File: src/rtl/core/srec_pkg.sv
// ----------------------------------------------------------------------------
// srec_pkg
// Shared types, codes and decode helpers for the S-record line checker.
// ----------------------------------------------------------------------------
`default_nettype none

package srec_pkg;

    // Character codes that steer the line parser.
    localparam logic [7:0] CH_LF = 8'h0A;
    localparam logic [7:0] CH_CR = 8'h0D;
    localparam logic [7:0] CH_S  = 8'h53;
    localparam logic [7:0] CH_0  = 8'h30;
    localparam logic [7:0] CH_9  = 8'h39;

    // Line status codes.
    localparam logic [2:0] ST_OK       = 3'd0;
    localparam logic [2:0] ST_FORMAT   = 3'd1;
    localparam logic [2:0] ST_LENGTH   = 3'd2;
    localparam logic [2:0] ST_CHECKSUM = 3'd3;
    localparam logic [2:0] ST_COUNT    = 3'd4;
    localparam logic [2:0] ST_UNKNOWN  = 3'd5;

    // Result kinds.
    localparam logic KIND_DATA    = 1'b0;
    localparam logic KIND_SUMMARY = 1'b1;

    // Record type digits with special meaning.
    localparam logic [3:0] TYPE_S0    = 4'd0;
    localparam logic [3:0] TYPE_S3    = 4'd3;
    localparam logic [3:0] TYPE_S5    = 4'd5;
    localparam logic [3:0] TYPE_S7    = 4'd7;
    localparam logic [3:0] TYPE_NONE  = 4'd10;

    localparam logic [7:0]  SUM_GOOD       = 8'hFF;
    localparam logic [7:0]  COUNT_NO_DATA  = 8'd3;
    localparam logic [16:0] REC_COUNT_MAX  = 17'h1FFFF;

    // One result item.
    typedef struct packed {
        logic        kind;
        logic [7:0]  data_byte;
        logic [7:0]  byte_index;
        logic [2:0]  status;
        logic [3:0]  rec_type;
        logic [31:0] address;
        logic [15:0] line_number;
        logic        no_data;
    } t_result;

    // Hex digit value; bit 4 set means the character is not a hex digit.
    function automatic logic [4:0] f_hex_value(input logic [7:0] c);
        logic [4:0] v;
        v = 5'h10;
        if (c >= 8'h30 && c <= 8'h39) begin
            v = {1'b0, 4'(c - 8'h30)};
        end else if (c >= 8'h41 && c <= 8'h46) begin
            v = {1'b0, 4'(c - 8'h37)};
        end else if (c >= 8'h61 && c <= 8'h66) begin
            v = {1'b0, 4'(c - 8'h57)};
        end
        return v;
    endfunction

    // Number of address bytes for a record type; zero for unknown types.
    function automatic logic [2:0] f_addr_bytes(input logic [3:0] t);
        logic [2:0] n;
        case (t)
            4'd0, 4'd1, 4'd5, 4'd9: n = 3'd2;
            4'd2, 4'd8:             n = 3'd3;
            4'd3, 4'd7:             n = 3'd4;
            default:                n = 3'd0;
        endcase
        return n;
    endfunction

endpackage

`default_nettype wire

File: src/rtl/core/srec_line_core.sv
// ----------------------------------------------------------------------------
// srec_line_core
// Per-line parse state and the one-character decode step of the checker.
// ----------------------------------------------------------------------------
`default_nettype none

module srec_line_core
    import srec_pkg::*;
#(
    parameter int MAX_LINE_CHARS = 1023
) (
    input  wire logic    i_clk,
    input  wire logic    i_rst_n,
    input  wire logic    i_step,
    input  wire logic [7:0] i_ch,
    input  wire logic    i_flush,
    output logic         o_res_valid,
    output t_result      o_res
);

    localparam int PW = $clog2(MAX_LINE_CHARS + 1);

    logic [PW-1:0] r_char_pos, n_char_pos;
    logic [7:0]    r_count_byte, n_count_byte;
    logic [3:0]    r_type_reg, n_type_reg;
    logic [7:0]    r_byte_sum, n_byte_sum;
    logic [31:0]   r_addr_acc, n_addr_acc;
    logic [3:0]    r_high_nibble, n_high_nibble;
    logic          r_format_bad, n_format_bad;
    logic          r_skip_to_lf, n_skip_to_lf;
    logic [15:0]   r_line_counter, n_line_counter;
    logic [16:0]   r_rec_count, n_rec_count;

    logic [4:0]    hex_raw;
    logic [3:0]    nib;
    logic [7:0]    byte_val;
    logic [PW-1:0] pos_m2;
    logic [PW-2:0] k;
    logic [2:0]    ab;
    logic          fmt_now;
    logic [PW-1:0] len_expect;
    logic [3:0]    fin_type;
    logic [2:0]    fin_status;
    logic          fin_no_data;
    logic          do_finish;
    logic [PW-2:0] idx_full;

    always_comb begin
        hex_raw    = f_hex_value(i_ch);
        nib        = hex_raw[4] ? 4'd0 : hex_raw[3:0];
        byte_val   = {r_high_nibble, nib};
        pos_m2     = r_char_pos - PW'(2);
        k          = pos_m2[PW-1:1];
        ab         = f_addr_bytes(r_type_reg);
        fmt_now    = r_format_bad | hex_raw[4];
        len_expect = PW'({r_count_byte, 1'b0}) + PW'(4);
        idx_full   = k - (PW-1)'(ab) - (PW-1)'(1);

        // Line judgment, first failing check wins.
        fin_type = (r_char_pos >= PW'(2)) ? r_type_reg : TYPE_NONE;
        if (r_format_bad || r_char_pos == '0) begin
            fin_status = ST_FORMAT;
        end else if (r_char_pos != len_expect) begin
            fin_status = ST_LENGTH;
        end else if (r_byte_sum != SUM_GOOD) begin
            fin_status = ST_CHECKSUM;
        end else if (fin_type == TYPE_S5 && {1'b0, r_addr_acc[15:0]} != r_rec_count) begin
            fin_status = ST_COUNT;
        end else if (f_addr_bytes(fin_type) == 3'd0) begin
            fin_status = ST_UNKNOWN;
        end else begin
            fin_status = ST_OK;
        end
        fin_no_data = (fin_status == ST_OK) &&
                      ((fin_type == TYPE_S0 && r_count_byte == COUNT_NO_DATA) ||
                       fin_type == TYPE_S5 || fin_type >= TYPE_S7);

        do_finish = i_flush ? (r_char_pos != '0 || r_skip_to_lf) : (i_ch == CH_LF);

        n_char_pos     = r_char_pos;
        n_count_byte   = r_count_byte;
        n_type_reg     = r_type_reg;
        n_byte_sum     = r_byte_sum;
        n_addr_acc     = r_addr_acc;
        n_high_nibble  = r_high_nibble;
        n_format_bad   = r_format_bad;
        n_skip_to_lf   = r_skip_to_lf;
        n_line_counter = r_line_counter;
        n_rec_count    = r_rec_count;

        o_res_valid       = 1'b0;
        o_res             = '0;
        o_res.address     = r_addr_acc;
        o_res.line_number = r_line_counter;

        if (do_finish) begin
            o_res_valid       = 1'b1;
            o_res.kind        = KIND_SUMMARY;
            o_res.status      = fin_status;
            o_res.rec_type    = fin_type;
            o_res.no_data     = fin_no_data;
            if (fin_status == ST_OK && fin_type >= 4'd1 && fin_type <= TYPE_S3 &&
                r_rec_count != REC_COUNT_MAX) begin
                n_rec_count = r_rec_count + 17'd1;
            end
            n_char_pos     = '0;
            n_count_byte   = '0;
            n_type_reg     = '0;
            n_byte_sum     = '0;
            n_addr_acc     = '0;
            n_high_nibble  = '0;
            n_format_bad   = 1'b0;
            n_skip_to_lf   = 1'b0;
            n_line_counter = r_line_counter + 16'd1;
        end else if (i_flush || r_skip_to_lf) begin
            // Nothing pending, or inside the ignored tail of a line.
        end else if (i_ch == CH_CR) begin
            n_skip_to_lf = 1'b1;
        end else if (r_char_pos < PW'(MAX_LINE_CHARS)) begin
            n_char_pos = r_char_pos + PW'(1);
            if (r_char_pos == PW'(0)) begin
                n_format_bad = r_format_bad | (i_ch != CH_S);
            end else if (r_char_pos == PW'(1)) begin
                n_type_reg = (i_ch >= CH_0 && i_ch <= CH_9) ? 4'(i_ch - CH_0) : TYPE_NONE;
            end else begin
                n_format_bad = fmt_now;
                if (!r_char_pos[0]) begin
                    n_high_nibble = nib;
                end else begin
                    n_byte_sum = r_byte_sum + byte_val;
                    if (k == '0) begin
                        n_count_byte = byte_val;
                    end else if (k <= (PW-1)'(ab)) begin
                        n_addr_acc = {r_addr_acc[23:0], byte_val};
                    end else if (!fmt_now && r_type_reg <= TYPE_S3 &&
                                 k < (PW-1)'(r_count_byte)) begin
                        o_res_valid       = 1'b1;
                        o_res.kind        = KIND_DATA;
                        o_res.data_byte   = byte_val;
                        o_res.byte_index  = idx_full[7:0];
                        o_res.rec_type    = r_type_reg;
                    end
                end
            end
        end

        if (!i_step) begin
            o_res_valid = 1'b0;
        end
    end

    always_ff @(posedge i_clk) begin
        if (!i_rst_n) begin
            r_char_pos     <= '0;
            r_count_byte   <= '0;
            r_type_reg     <= '0;
            r_byte_sum     <= '0;
            r_addr_acc     <= '0;
            r_high_nibble  <= '0;
            r_format_bad   <= 1'b0;
            r_skip_to_lf   <= 1'b0;
            r_line_counter <= 16'd1;
            r_rec_count    <= '0;
        end else if (i_step) begin
            r_char_pos     <= n_char_pos;
            r_count_byte   <= n_count_byte;
            r_type_reg     <= n_type_reg;
            r_byte_sum     <= n_byte_sum;
            r_addr_acc     <= n_addr_acc;
            r_high_nibble  <= n_high_nibble;
            r_format_bad   <= n_format_bad;
            r_skip_to_lf   <= n_skip_to_lf;
            r_line_counter <= n_line_counter;
            r_rec_count    <= n_rec_count;
        end
    end

endmodule

`default_nettype wire

File: config.mk
export PLATFORM = sky130hd
export DESIGN_NAME = srec_line_core
export DESIGN_NICKNAME = d
export VERILOG_FILES = /design/src/rtl/core/srec_pkg.sv /design/src/rtl/core/srec_line_core.sv
export SDC_FILE = /design/constraint.sdc
export NUM_CORES = 1
export LEC_CHECK = 0
export ABC_AREA = 1
export BUFFER_PORTS_ARGS = -buffer_cell sky130_fd_sc_hd__buf_2
export CAP_MARGIN = 10
export CORE_MARGIN = 3
export CORE_UTILIZATION = 53
export DETAILED_ROUTE_END_ITERATION = 10
export GPL_TIMING_DRIVEN = 1
export PLACE_DENSITY_LB_ADDON = 0.05
export SLEW_MARGIN = 20
export SYNTH_ARGS = -nofsm -noshare
export SYNTH_HDL_FRONTEND = slang
export SYNTH_SLANG_ARGS = --single-unit
File: constraint.sdc
create_clock -name i_clk -period 2.7 [get_ports i_clk]
set_input_delay 0.54 -clock i_clk [delete_from_list [all_inputs] [get_ports i_clk]]
set_output_delay 0.54 -clock i_clk [all_outputs]
set_load 0.02 [all_outputs]
==> Flow_metrics.wiki <==
{| class="wikitable"
! Metric !! Value
|-
| Maximum frequency from static timing analysis || 293 MHz
|-
| Type of the worst min-delay path || register to register
|-
| Crit path capture type || output port
|-
| Data arrival time of the worst path || 2870 ps
|-
| Maximum number of pins on one net before global-route repair || 32
|-
| Inserted Diodes || 0
|-
| Remaining antenna violation count || 0
|-
| Cell leakage power || 4.55 nW
|-
| Sequential cell area in the final layout || about 2100 um2
|-
| Beginning of the worst register-to-register path || r_char_pos[1]
|-
| Sequential share of the synthesized area || 0.305
|-
| Filler Cell Count || 778
|-
| Reg2reg setup slack || -130 ps
|-
| Count of different cell masters after synthesis || 46
|-
| Vias in the first global route || approximately 7300
|-
| First element of the critical path || r_char_pos[1]
|-
| Total negative slack || -15600 ps
|-
| Register with the most flip-flops || r_addr_acc
|-
| Total number of yosys warnings || 0
|-
| GR Layer Usage met3 || 0.0878
|-
| Post-layout utilization of the core || 0.822
|-
| Layout Area Growth over Synthesis || 48.4%
|-
| Via density per instance || 5.64
|-
| Post-synth EDFFs || 0
|-
| Required @ worst endpoint || 2160 ps
|-
| TritonCTS clock tree || built
|-
| Worst slew margin relative to its limit || 0.681
|-
| Synth area leader || sky130_fd_sc_hd__dfxtp_1
|-
| Count of final setup violators || 54
|-
| Core footprint || 12300 um2
|-
| Proportion of layout cells with a drive suffix above 1 || 0.380
|-
| Post-synthesis register bit count || 104
|-
| Synthesized net count || 1094
|-
| Max reg flops || 32
|-
| Pwr Total || 3.75 mW
|-
| Total Wirelength || 24.8 mm
|-
| FP Rows || 40
|-
| Ordered list of cells on the worst path || inv_6 > ha_4 > xor2_4 > ha_4 > a21oi_2 > a21oi_2 > o21a_1 > o21a_1 > o21ai_2 > nand2_1 > nand2_2 > nand2_4 > buf_12 > nor2_4 > buf_6
|-
| TritonCTS Sinks || 104
|-
| Top cell type's share of synthesized area || 0.305
|-
| Max H-tree Level || 3
|-
| Boundary pin count || 86
|-
| Average wire per cell in the routed design || 17.3 um
|-
| PwrDens || 371 nW/um2
|-
| Antenna violations before repair || 0
|-
| Wire length of the first global-routing pass || 36.3 mm
|-
| Worst path slowest cell || sky130_fd_sc_hd__dfxtp_4
|-
| Number of detailed-routing iterations run before antenna repair || 11
|-
| Clock Pin Slew Worst Setup and Hold Paths || 80 ps
|-
| Met2 track demand over resource in global routing || 0.515
|-
| Clock Root Buffer || sky130_fd_sc_hd__clkbuf_16
|-
| Final cycle utilization of the critical path || 1.26
|-
| Run status || complete, but fails checks
|-
| DP Cell Count || 1386
|-
| Width of the die || 119 um
|-
| Failing checks || DRC, setup timing
|-
| Async SR Flop Fraction || 0
|-
| Sum of net half-perimeters after detailed placement || 15.1 mm
|-
| Count leader, synth || sky130_fd_sc_hd__nand2_1
|-
| Worst-Margin Slew || 474 ps
|-
| Setup WS pre-CTS || -360 ps
|-
| Hold violation count in the final report || 0
|-
| Maximum fanout along the worst path || 7
|-
| Area of the die || 14300 um2
|-
| Chip height || approximately 120 um
|-
| Gr busiest metal || met2
|-
| Area of combinational cells with multiple inputs || about 4900 um2
|-
| Cells on worst reg2reg path || 17
|-
| Overflow left after global routing || 0
|-
| Final net count || approximately 1300
|-
| Final setup slack of the worst path || -707 ps
|-
| Biggest registers after layout || r_addr_acc x32, r_rec_count x17, r_line_counter x16
|-
| Worst setup path endpoint || o_res[70]
|-
| Clk_lat worst skew || 370 ps
|-
| CTS buffer count || 9
|-
| Synthesized instance count || ~1000
|-
| Number of non-filler instances in the completed layout || 1435
|-
| Worst-case hold slack || 465 ps
|-
| Max Slew Vio Count || 0
|-
| DP Area || 8460 um2
|-
| Synthesized area per cell || 6.52 um2
|-
| Kind of critical path || register to output port
|-
| Total vias in the final route || 8096
|-
| Reg-to-reg endpoint || r_addr_acc[7]
|-
| Post-route DRC violation count || 2
|-
| Post-CTS Hold Buffers || 0
|-
| Unrepaired setup endpoints after global routing || true
|-
| Most numerous cell types in the synthesized netlist || sky130_fd_sc_hd__nand2_1, sky130_fd_sc_hd__inv_1, sky130_fd_sc_hd__nor2_1
|-
| Clock skew after layout || between 15 and 20 ps
|-
| Area of the mapped netlist || 6820 um2
|-
| Initial Util || 0.554
|-
| Dominant register cell in the synthesized netlist || sky130_fd_sc_hd__dfxtp_1
|-
| Fin crit period || 3410 ps
|-
| Cell area after layout || 10100 um2
|-
| Startpoint type of the worst setup path || register
|-
| CTS Buffer Depth || 2
|-
| Largest stage delay on the critical path || 380 ps
|-
| Number of DRC markers after the initial detailed-route iteration || 976
|-
| Top area cells in the synthesized netlist || sky130_fd_sc_hd__dfxtp_1, sky130_fd_sc_hd__nand2_1, sky130_fd_sc_hd__inv_1, sky130_fd_sc_hd__nor2_1, sky130_fd_sc_hd__ha_1
|-
| Met1 global-route usage || 0.398
|-
| Maximum VDD drop || between 0.3 and 0.4 mV
|-
| # port buffers || 85
|-
| Global Route Usage Sum || 0.314
|-
| Count of maximum capacitance violations || 0
|-
| Global placement routability congestion || 0.944
|}
[power by group]
group,leakage [nW],switching (mW),total [mW],internal [mW]
sequential,0.844,0.0193,1.57,1.55
combinational,3.55,0.439,0.742,0.302
clock,0.154,0.691,1.44,0.750
total,4.55,1.15,3.75,2.60
[layout make-up]
type	instances	area share
Clock buffer	9	0.0223
Clock inverter	7	0.00952
Inverter	147	0.0565
Multi-Input combinational cell	764	0.488
Sequential cell	104	0.207
Tap cell	168	0.0208
Timing Repair Buffer	236	0.196
[worst max-delay path, delay by kind of cell, from the launching register on]
kind                     cells  cell delay, ps
AO/OA/AOI/OAI                5             750
XOR/XNOR                     1             210
adder cells (fa/ha/maj)      2             410
buffers and inverters        3             360
flip-flops                   1             380
AND/OR/NAND/NOR              4             390
[metal layers]
layer | vias up | wire length [um]
met5 | - | 0
met4 | 0 | 1040
met3 | 108 | 2500
met2 | 458 | 11800
met1 | 3726 | 9470
li1 | 3804 | -
[cells in the final DEF (no fill, tap or decap), types with 8 or more instances in the layout]
master / n
sky130_fd_sc_hd__nand2_1: 209
sky130_fd_sc_hd__buf_4: 131
sky130_fd_sc_hd__inv_1: 128
sky130_fd_sc_hd__dfxtp_1: 96
sky130_fd_sc_hd__nor2_1: 86
sky130_fd_sc_hd__nand3_1: 66
sky130_fd_sc_hd__buf_2: 56
sky130_fd_sc_hd__a21oi_1: 53
sky130_fd_sc_hd__nand2_2: 43
sky130_fd_sc_hd__nand4_1: 33
sky130_fd_sc_hd__buf_6: 33
sky130_fd_sc_hd__a21oi_2: 32
sky130_fd_sc_hd__o21ai_0: 26
sky130_fd_sc_hd__nand2_4: 25
sky130_fd_sc_hd__nor2_4: 24
sky130_fd_sc_hd__nor3_1: 24
sky130_fd_sc_hd__ha_1: 23
sky130_fd_sc_hd__inv_2: 15
sky130_fd_sc_hd__clkbuf_16: 12
sky130_fd_sc_hd__nor2_2: 11
sky130_fd_sc_hd__ha_4: 9
sky130_fd_sc_hd__xor2_1: 8
[kinds of logic after synthesis]
kind of cell               Yosys count  share of synthesized area
buffers and inverters              178                      0.107
AOI/OAI and AO/OA                  142                      0.118
adders and majority gates           36                     0.0683
and+or+nand+nor                    567                      0.373
DFF                                104                      0.305
xor gates and xnor gates            19                     0.0277
[worst min-delay path by stage]
stage / slack [ps] / to / startpoint / cells after the start
2_1_floorplan: 460 / r_count_byte[0] / r_count_byte[0] / 2
3_3_place_gp: 450 / r_addr_acc[28] / r_addr_acc[28] / 2
3_5_place_dp: 460 / r_addr_acc[28] / r_addr_acc[28] / 2
4_1_cts: 470 / r_addr_acc[28] / r_addr_acc[28] / 2
5_1_grt: 490 / r_addr_acc[30] / r_addr_acc[30] / 2
6_report: 470 / r_line_counter[4] / r_line_counter[4] / 2
[repair_timing]
item                                    4_1_cts  5_1_grt
endpoints found under the setup margin       56       89
setup buffers                                37       17
gates cloned                                  5        2
pin swaps                                    36       56
resized for setup                           162      112
Power figures use the tool's default switching activity.
